==> config.mk <==
export PLATFORM = sky130hd
export DESIGN_NAME = timeout_request_table_top
export DESIGN_NICKNAME = d
export VERILOG_FILES = /design/src/rtl/trt_pkg.sv /design/src/rtl/timeout_request_table_top.sv
export VERILOG_INCLUDE_DIRS = /design/src /design/src/rtl
export SDC_FILE = /design/constraint.sdc
export NUM_CORES = 2
export LEC_CHECK = 0
export BUFFER_PORTS_ARGS = -buffer_cell sky130_fd_sc_hd__buf_2
export CAP_MARGIN = 20
export CORE_UTILIZATION = 56
export DETAILED_ROUTE_END_ITERATION = 6
export PLACE_DENSITY = 0.77
export SLEW_MARGIN = 25
export SYNTH_ARGS = -nofsm -noshare
export SYNTH_HDL_FRONTEND = slang
export SYNTH_SLANG_ARGS = --single-unit
==> constraint.sdc <==
create_clock -name clk -period 7.3 [get_ports clk]
set_input_delay 0 -clock clk [delete_from_list [all_inputs] [get_ports clk]]
set_output_delay 0 -clock clk [all_outputs]
set_load 0.03 [all_outputs]
==> src/rtl/timeout_request_table_top_defines.svh <==
// Assertion macros used by the timeout request table RTL.
`ifndef TIMEOUT_REQUEST_TABLE_TOP_DEFINES_SVH
`define TIMEOUT_REQUEST_TABLE_TOP_DEFINES_SVH
`ifndef SYNTH
// Property holds at every clock edge outside reset.
`define TRT_ASSERT_ALWAYS(lbl, ck, rs, prop) \
  lbl: assert property (@(posedge ck) disable iff (rs) (prop)) \
    else $error("timeout_request_table: assertion failed");
// Antecedent implies consequent in the same cycle.
`define TRT_ASSERT_IMPL(lbl, ck, rs, ante, cons) \
  lbl: assert property (@(posedge ck) disable iff (rs) (ante) |-> (cons)) \
    else $error("timeout_request_table: assertion failed");
// Antecedent implies consequent in the next cycle.
`define TRT_ASSERT_NEXT(lbl, ck, rs, ante, cons) \
  lbl: assert property (@(posedge ck) disable iff (rs) (ante) |=> (cons)) \
    else $error("timeout_request_table: assertion failed");
`else
`define TRT_ASSERT_ALWAYS(lbl, ck, rs, prop)
`define TRT_ASSERT_IMPL(lbl, ck, rs, ante, cons)
`define TRT_ASSERT_NEXT(lbl, ck, rs, ante, cons)
`endif
`endif

==> src/rtl/trt_pkg.sv <==
// Types and codes of the timeout request table.
package trt_pkg;

  // Request modes
  localparam logic [2:0] MODE_TICK   = 3'd0;
  localparam logic [2:0] MODE_INSERT = 3'd1;
  localparam logic [2:0] MODE_DELETE = 3'd2;
  localparam logic [2:0] MODE_CHECK  = 3'd3;
  localparam logic [2:0] MODE_CLEAR  = 3'd4;

  // Status codes
  localparam logic [1:0] STATUS_OK        = 2'd0;
  localparam logic [1:0] STATUS_FULL      = 2'd1;
  localparam logic [1:0] STATUS_BAD_INDEX = 2'd2;

  // Incoming request
  typedef struct packed {
    logic [2:0]  mode;
    logic [15:0] timer_id;
    logic [31:0] timeout_ms;
    logic [31:0] start_ms;
    logic [3:0]  slot_index;
  } req_t;

  // Result of one request
  typedef struct packed {
    logic        expired;
    logic [15:0] expired_id;
    logic [31:0] expired_timeout;
    logic [1:0]  status;
    logic [4:0]  entry_count;
    logic [31:0] time_now;
  } rsp_t;

  // One table entry as stored in memory
  typedef struct packed {
    logic [15:0] id;
    logic [31:0] timeout;
    logic [31:0] start;
  } entry_t;

endpackage

==> src/rtl/timeout_request_table_top.sv <==
// Timeout request table: millisecond counter plus an ordered table of delay requests.
// One request is taken at a time and gives exactly one result. Tick, insert, clear and
// unused modes go straight to the finish step. Delete at index i shifts the entries above
// it down by one. A check scans from entry 0 up to the first expired entry h, then shifts
// the entries above h down; a check that finds nothing scans the whole table. The pace is
// set by the single table memory: one entry read and one entry written per cycle, with a
// registered read port. The next request is taken while a result still waits on
// rsp_stall. The table memory needs no clearing pass after reset: only entries below
// the fill count are ever read.
`include "timeout_request_table_top_defines.svh"

module timeout_request_table_top #(
  parameter int TABLE_DEPTH = 16
) (
  input  logic          clk,
  input  logic          rst,
  input  logic          req_valid,
  output logic          req_stall,
  input  trt_pkg::req_t req,
  output logic          rsp_valid,
  input  logic          rsp_stall,
  output trt_pkg::rsp_t rsp
);

  localparam int CW = $clog2(TABLE_DEPTH + 1);
  localparam int AW = (TABLE_DEPTH > 1) ? $clog2(TABLE_DEPTH) : 1;
  localparam int IW = (CW > 4) ? CW : 4;
  localparam logic [CW-1:0] DEPTH_C = CW'(TABLE_DEPTH);

  localparam logic [1:0] S_IDLE   = 2'd0;
  localparam logic [1:0] S_SCAN   = 2'd1;
  localparam logic [1:0] S_SHIFT  = 2'd2;
  localparam logic [1:0] S_FINISH = 2'd3;

  logic [1:0]      state;
  logic [CW-1:0]   count;
  logic [31:0]     ms_counter;
  logic [CW-1:0]   rd_ptr;
  logic [CW-1:0]   cmp_ptr;
  logic            rd_vld;
  trt_pkg::entry_t rd_data;
  trt_pkg::entry_t mem [TABLE_DEPTH];

  logic            res_expired;
  logic [15:0]     res_id;
  logic [31:0]     res_timeout;
  logic [1:0]      res_status;

  logic            accept;
  logic            issue;
  logic            hit;
  logic            scan_end;
  logic            ins_we;
  logic            shift_we;
  logic            bad_index;
  logic            timed_out;
  logic [AW-1:0]   dest_addr;
  logic            out_free;

  assign req_stall = (state != S_IDLE);
  assign accept    = req_valid && !req_stall;
  assign out_free  = !rsp_valid || !rsp_stall;

  // Absolute elapsed time strictly beyond the timeout
  always_comb begin
    if (ms_counter >= rd_data.start) begin
      timed_out = (ms_counter - rd_data.start) > rd_data.timeout;
    end else begin
      timed_out = (rd_data.start - ms_counter) > rd_data.timeout;
    end
  end

  // Scan and shift control
  assign hit       = (state == S_SCAN) && rd_vld && timed_out;
  assign scan_end  = (state == S_SCAN) && rd_vld && !timed_out &&
                     ((cmp_ptr + CW'(1)) == count);
  assign issue     = (((state == S_SCAN) && !hit) || (state == S_SHIFT)) &&
                     (rd_ptr < count);
  assign shift_we  = (state == S_SHIFT) && rd_vld;
  assign dest_addr = AW'(cmp_ptr - CW'(1));
  assign ins_we    = accept && (req.mode == trt_pkg::MODE_INSERT) && (count < DEPTH_C);
  assign bad_index = IW'(req.slot_index) >= IW'(count);

  // Table memory: one write port, one registered read port
  always_ff @(posedge clk) begin
    if (ins_we) begin
      mem[count[AW-1:0]] <= '{id: req.timer_id, timeout: req.timeout_ms,
                              start: req.start_ms};
    end else if (shift_we) begin
      mem[dest_addr] <= rd_data;
    end
    rd_data <= mem[rd_ptr[AW-1:0]];
    cmp_ptr <= rd_ptr;
  end

  // Sequencer and table state
  always_ff @(posedge clk) begin
    if (rst) begin
      state      <= S_IDLE;
      count      <= '0;
      ms_counter <= '0;
      rd_ptr     <= '0;
      rd_vld     <= 1'b0;
      rsp_valid  <= 1'b0;
    end else begin
      rd_vld <= issue;
      // result goes out from the finish step, drops once taken
      if ((state == S_FINISH) && out_free) begin
        rsp_valid <= 1'b1;
      end else if (!rsp_stall) begin
        rsp_valid <= 1'b0;
      end
      case (state)
        S_IDLE: begin
          if (accept) begin
            case (req.mode)
              trt_pkg::MODE_TICK: begin
                ms_counter <= ms_counter + 32'd1;
                state      <= S_FINISH;
              end
              trt_pkg::MODE_INSERT: begin
                if (count < DEPTH_C) begin
                  count <= count + CW'(1);
                end
                state <= S_FINISH;
              end
              trt_pkg::MODE_DELETE: begin
                if (!bad_index) begin
                  rd_ptr <= CW'(req.slot_index) + CW'(1);
                  state  <= S_SHIFT;
                end else begin
                  state <= S_FINISH;
                end
              end
              trt_pkg::MODE_CHECK: begin
                if (count != '0) begin
                  rd_ptr <= '0;
                  state  <= S_SCAN;
                end else begin
                  state <= S_FINISH;
                end
              end
              trt_pkg::MODE_CLEAR: begin
                count <= '0;
                state <= S_FINISH;
              end
              default: begin
                state <= S_FINISH;
              end
            endcase
          end
        end
        S_SCAN: begin
          if (hit) begin
            rd_ptr <= cmp_ptr + CW'(1);
            state  <= S_SHIFT;
          end else if (scan_end) begin
            state <= S_FINISH;
          end else if (issue) begin
            rd_ptr <= rd_ptr + CW'(1);
          end
        end
        S_SHIFT: begin
          if (issue) begin
            rd_ptr <= rd_ptr + CW'(1);
          end else if (!rd_vld) begin
            count <= count - CW'(1);
            state <= S_FINISH;
          end
        end
        S_FINISH: begin
          if (out_free) begin
            state <= S_IDLE;
          end
        end
        default: begin
          state <= S_IDLE;
        end
      endcase
    end
  end

  // Result fields
  always_ff @(posedge clk) begin
    if (accept) begin
      res_expired <= 1'b0;
      res_id      <= '0;
      res_timeout <= '0;
      if ((req.mode == trt_pkg::MODE_INSERT) && (count >= DEPTH_C)) begin
        res_status <= trt_pkg::STATUS_FULL;
      end else if ((req.mode == trt_pkg::MODE_DELETE) && bad_index) begin
        res_status <= trt_pkg::STATUS_BAD_INDEX;
      end else begin
        res_status <= trt_pkg::STATUS_OK;
      end
    end
    if (hit) begin
      res_expired <= 1'b1;
      res_id      <= rd_data.id;
      res_timeout <= rd_data.timeout;
    end
    if ((state == S_FINISH) && out_free) begin
      rsp.expired         <= res_expired;
      rsp.expired_id      <= res_id;
      rsp.expired_timeout <= res_timeout;
      rsp.status          <= res_status;
      rsp.entry_count     <= 5'(count);
      rsp.time_now        <= ms_counter;
    end
  end

  // Checks
  `TRT_ASSERT_ALWAYS(a_count_range, clk, rst, count <= DEPTH_C)
  `TRT_ASSERT_IMPL(a_cmp_in_table, clk, rst, rd_vld, cmp_ptr < count)
  `TRT_ASSERT_IMPL(a_shift_dest, clk, rst, shift_we, cmp_ptr != '0)
  `TRT_ASSERT_NEXT(a_rsp_source, clk, rst, !rsp_valid && (state != S_FINISH), !rsp_valid)

endmodule

==> reports/results.ini <==
[sta]
slew_viol_final=0
period_needed_ps=6570
rsz0062_at_grt=false
setup_viol=0
fmax_mhz=152
max_slew_margin_pct=29.3
fin_crit_sh_pct=89.9
hold_violations=0
fin_skew_ps=49.4
final.setup.tns_ps=0
fin_ws_ps=734
tightest_slew_ps=1060

[place]
hpwl_um=81500
place_inst=4792
place_congestion=0.929
io_buffer_count=180
place_ws_ps=843
placed_cell_area_mm2=0.0657

[layout]
regArea_mm2=0.0452
nFillCells=7161
multi_input_area_mm2=0.0167
drive_gt1_share_pct=26.2
syn_to_final_growth_pct=14.2
nets=3792
fin_cells=5168
utilization_pct=64.6
stdcell_area_mm2=0.0717
final_common_cell=edfxtp_1
final_cell_mix=edfxtp_1 (1418), mux4_2 (400), buf_2 (180)

[worst_setup_path]
crit_slowest_cell=or4_1
worstPathRequired_ps=7720
critPathLaunch=ms_counter[0]
crit_fanout=48
cp_data_arrival_time_ps=6980
r2r-start=ms_counter[0]
crit_family=compound AO/OA/AOI/OAI gates
cp.buffers_inverters=3
critPathKind=register to register
crit_path_end_kind=register
max_stage_delay_ps=580
path_cells=inv_1, ha_1, inv_1, fa_1, a21o_1, a221oi_1, o21bai_1, a21oi_1, o21ai_0, a21boi_0, o21ai_0, a21oi_1, o21bai_1, xor2_1, ha_1, nand4_1, or4_1, o221a_2, o31ai_2, and3_2, or2_2, buf_12
critPathLaunchType=register

[routing]
ant_nets=0
drtIter0Drc=3673
vias_per_cell=6.25
dr_total_vias=32300
wl_per_cell_um=29.3
firstDrtPassIters=7
routed_wirelength_um=151000
drc=0

[logic_synthesis]
ys_ff_latch=1550
synth_largest_area_cell=edfxtp_1
synth_edf_count=1418
synth_area_mm2=0.0628
ys.warnings.count=0
synth_area_per_cell_um2=19.4
synth_top_area_share_pct=67.8
synthesis.nets=3468
async_reset_ff_share_pct=0
ys.flop_type=edfxtp_1
synth_seq_area_share_pct=72.0
synthTopCellsByArea=edfxtp_1 (68%), mux4_2 (14%), dfxtp_1 (4.2%), ha_1 (2.9%), mux2_2 (1.4%)
synth.distinct_cells=69
synthCells=3229

[floorplanning]
initial_core_util_pct=56.6
pin_count=181
core_area_mm2=0.111
fp.dieArea_mm2=0.113
die_width_um=337
core.rowCount=122
die_h_um=337

[clocking]
cts.reportedPaths.clkPinSlew_ps=70
ctsHtreeMaxLevel=4
cts_tree=yes
post_cts_buffers=0
clockBufferDepth=3
worst_skew_pair.late_latency_ps=780
cts_hold_buf=95
clock_sinks=1550
cts_made_buffers=151
cts_resized=0
root_buffer=clkbuf_16

[power_and_ir_drop]
p_comb_share_pct=27.7
internal-power_uw=18300
ir_drop_mv=0.411
pwr_density_cell_mw_per_mm2=365
p_leak_uw=0.0235
p_seq_share_pct=42.3
switching_share_pct=30.0
clkPwrFrac_pct=29.9
p_switching_uw=7850

[global_routing]
grt_pass1_wl_um=218000
grt_max_degree=154
antenna_found_initial=5
gr-usage-all-layers_pct=27.2
grt_pass1_vias=32500
overflow=0

[min_path]
hp-start=req[4]
holdCritPathClass=input port to register

[flow_run]
max-cap-violations=0

[outcome]
status=finished, final reports clean

==> final cells by class <==
| type | instances | share of cell area, % |
|---|---|---|
| Clock inverter | 67 | 1.10 |
| Multi-Input combinational cell | 1403 | 23.2 |
| Tap cell | 1488 | 2.60 |
| Antenna cell | 1 | 0.00349 |
| Timing Repair Buffer | 319 | 3.45 |
| Clock buffer | 212 | 5.90 |
| Sequential cell | 1550 | 63.1 |
| Inverter | 128 | 0.670 |
==> power by group through the flow <==
stage / logic [µW] / registers, µW / clock network, µW
finish: 7250 / 11100 / 7830
global route: 7810 / 11100 / 8230
CTS: 7250 / 11100 / 7910
detailed placement: 7110 / 11200 / 0
global placement: 6920 / 11300 / 0
floorplan: 5420 / 10800 / 0
==> worst reg2reg max path, delay by kind of cell (launching register included) <==
kind,cells,cell delay (ps)
flops,1,360
fa+ha+maj,3,870
compound gates,11,2980
buf+inv,3,450
xor+xnor,1,150
simple gates,4,1320
==> cell families (layout without fill, tap and decap cells) <==
| kind of cell | after synthesis | in the layout | share of synthesized area, % |
|---|---|---|---|
| AO/OA/AOI/OAI | 292 | 292 | 2.95 |
| XOR/XNOR | 105 | 105 | 1.46 |
| adder cells (fa/ha/maj) | 148 | 148 | 2.97 |
| buffers and inverters | 276 | 726 | 1.68 |
| flip-flops | 1550 | 1550 | 72.0 |
| multiplexers | 489 | 489 | 15.9 |
| other | 0 | 1 | 0 |
| AND/OR/NAND/NOR | 369 | 369 | 2.97 |
==> final timing paths <==
| check | to | slack (ps) | cells past startpoint |
|---|---|---|---|
| min | mem[12][0] | 130 | 2 |
| max reg2reg | res_id[15] | 730 | 22 |
| min reg2reg | rsp[64] | 420 | 0 |
| max | res_id[15] | 730 | 22 |
==> synthesized netlist by cell type, types with 37 or more instances <==
library cell	number
a21oi_1	104
mux2_2	80
inv_1	128
and2_1	51
o21ai_0	55
edfxtp_1	1418
xnor2_1	76
nand3_1	37
clkbuf_1	106
mux4_2	400
ha_1	146
nand2_1	64
nor2_1	95
dfxtp_1	132
a21o_1	39
==> state kept, by name (all words and copies together), names as in the netlist, 2 cells and up <==
signal       count
res_id          16
ms_counter      32
mem           1280
res_status       2
count            5
rd_ptr           5
cmp_ptr          5
rsp             88
state            2
res_timeout     32
rd_data         80
==> per-stage QoR <==
step	hold slack, ps	total power (µW)
2_1_floorplan	144	16300
3_3_place_gp	304	18200
3_5_place_dp	324	18300
4_1_cts	103	26200
5_1_grt	136	27100
6_report	135	26200
==> metal layers <==
metal  track usage [%]  vias to the layer above  wire, µm
met5                 0                        -        34
met4              9.31                        4      4730
met3              6.29                      258     15000
met2              43.5                     1681     73400
met1              37.1                    16700     58300
li1                  -                    13700         -
Note: power is estimated with default switching activity, not from simulation.
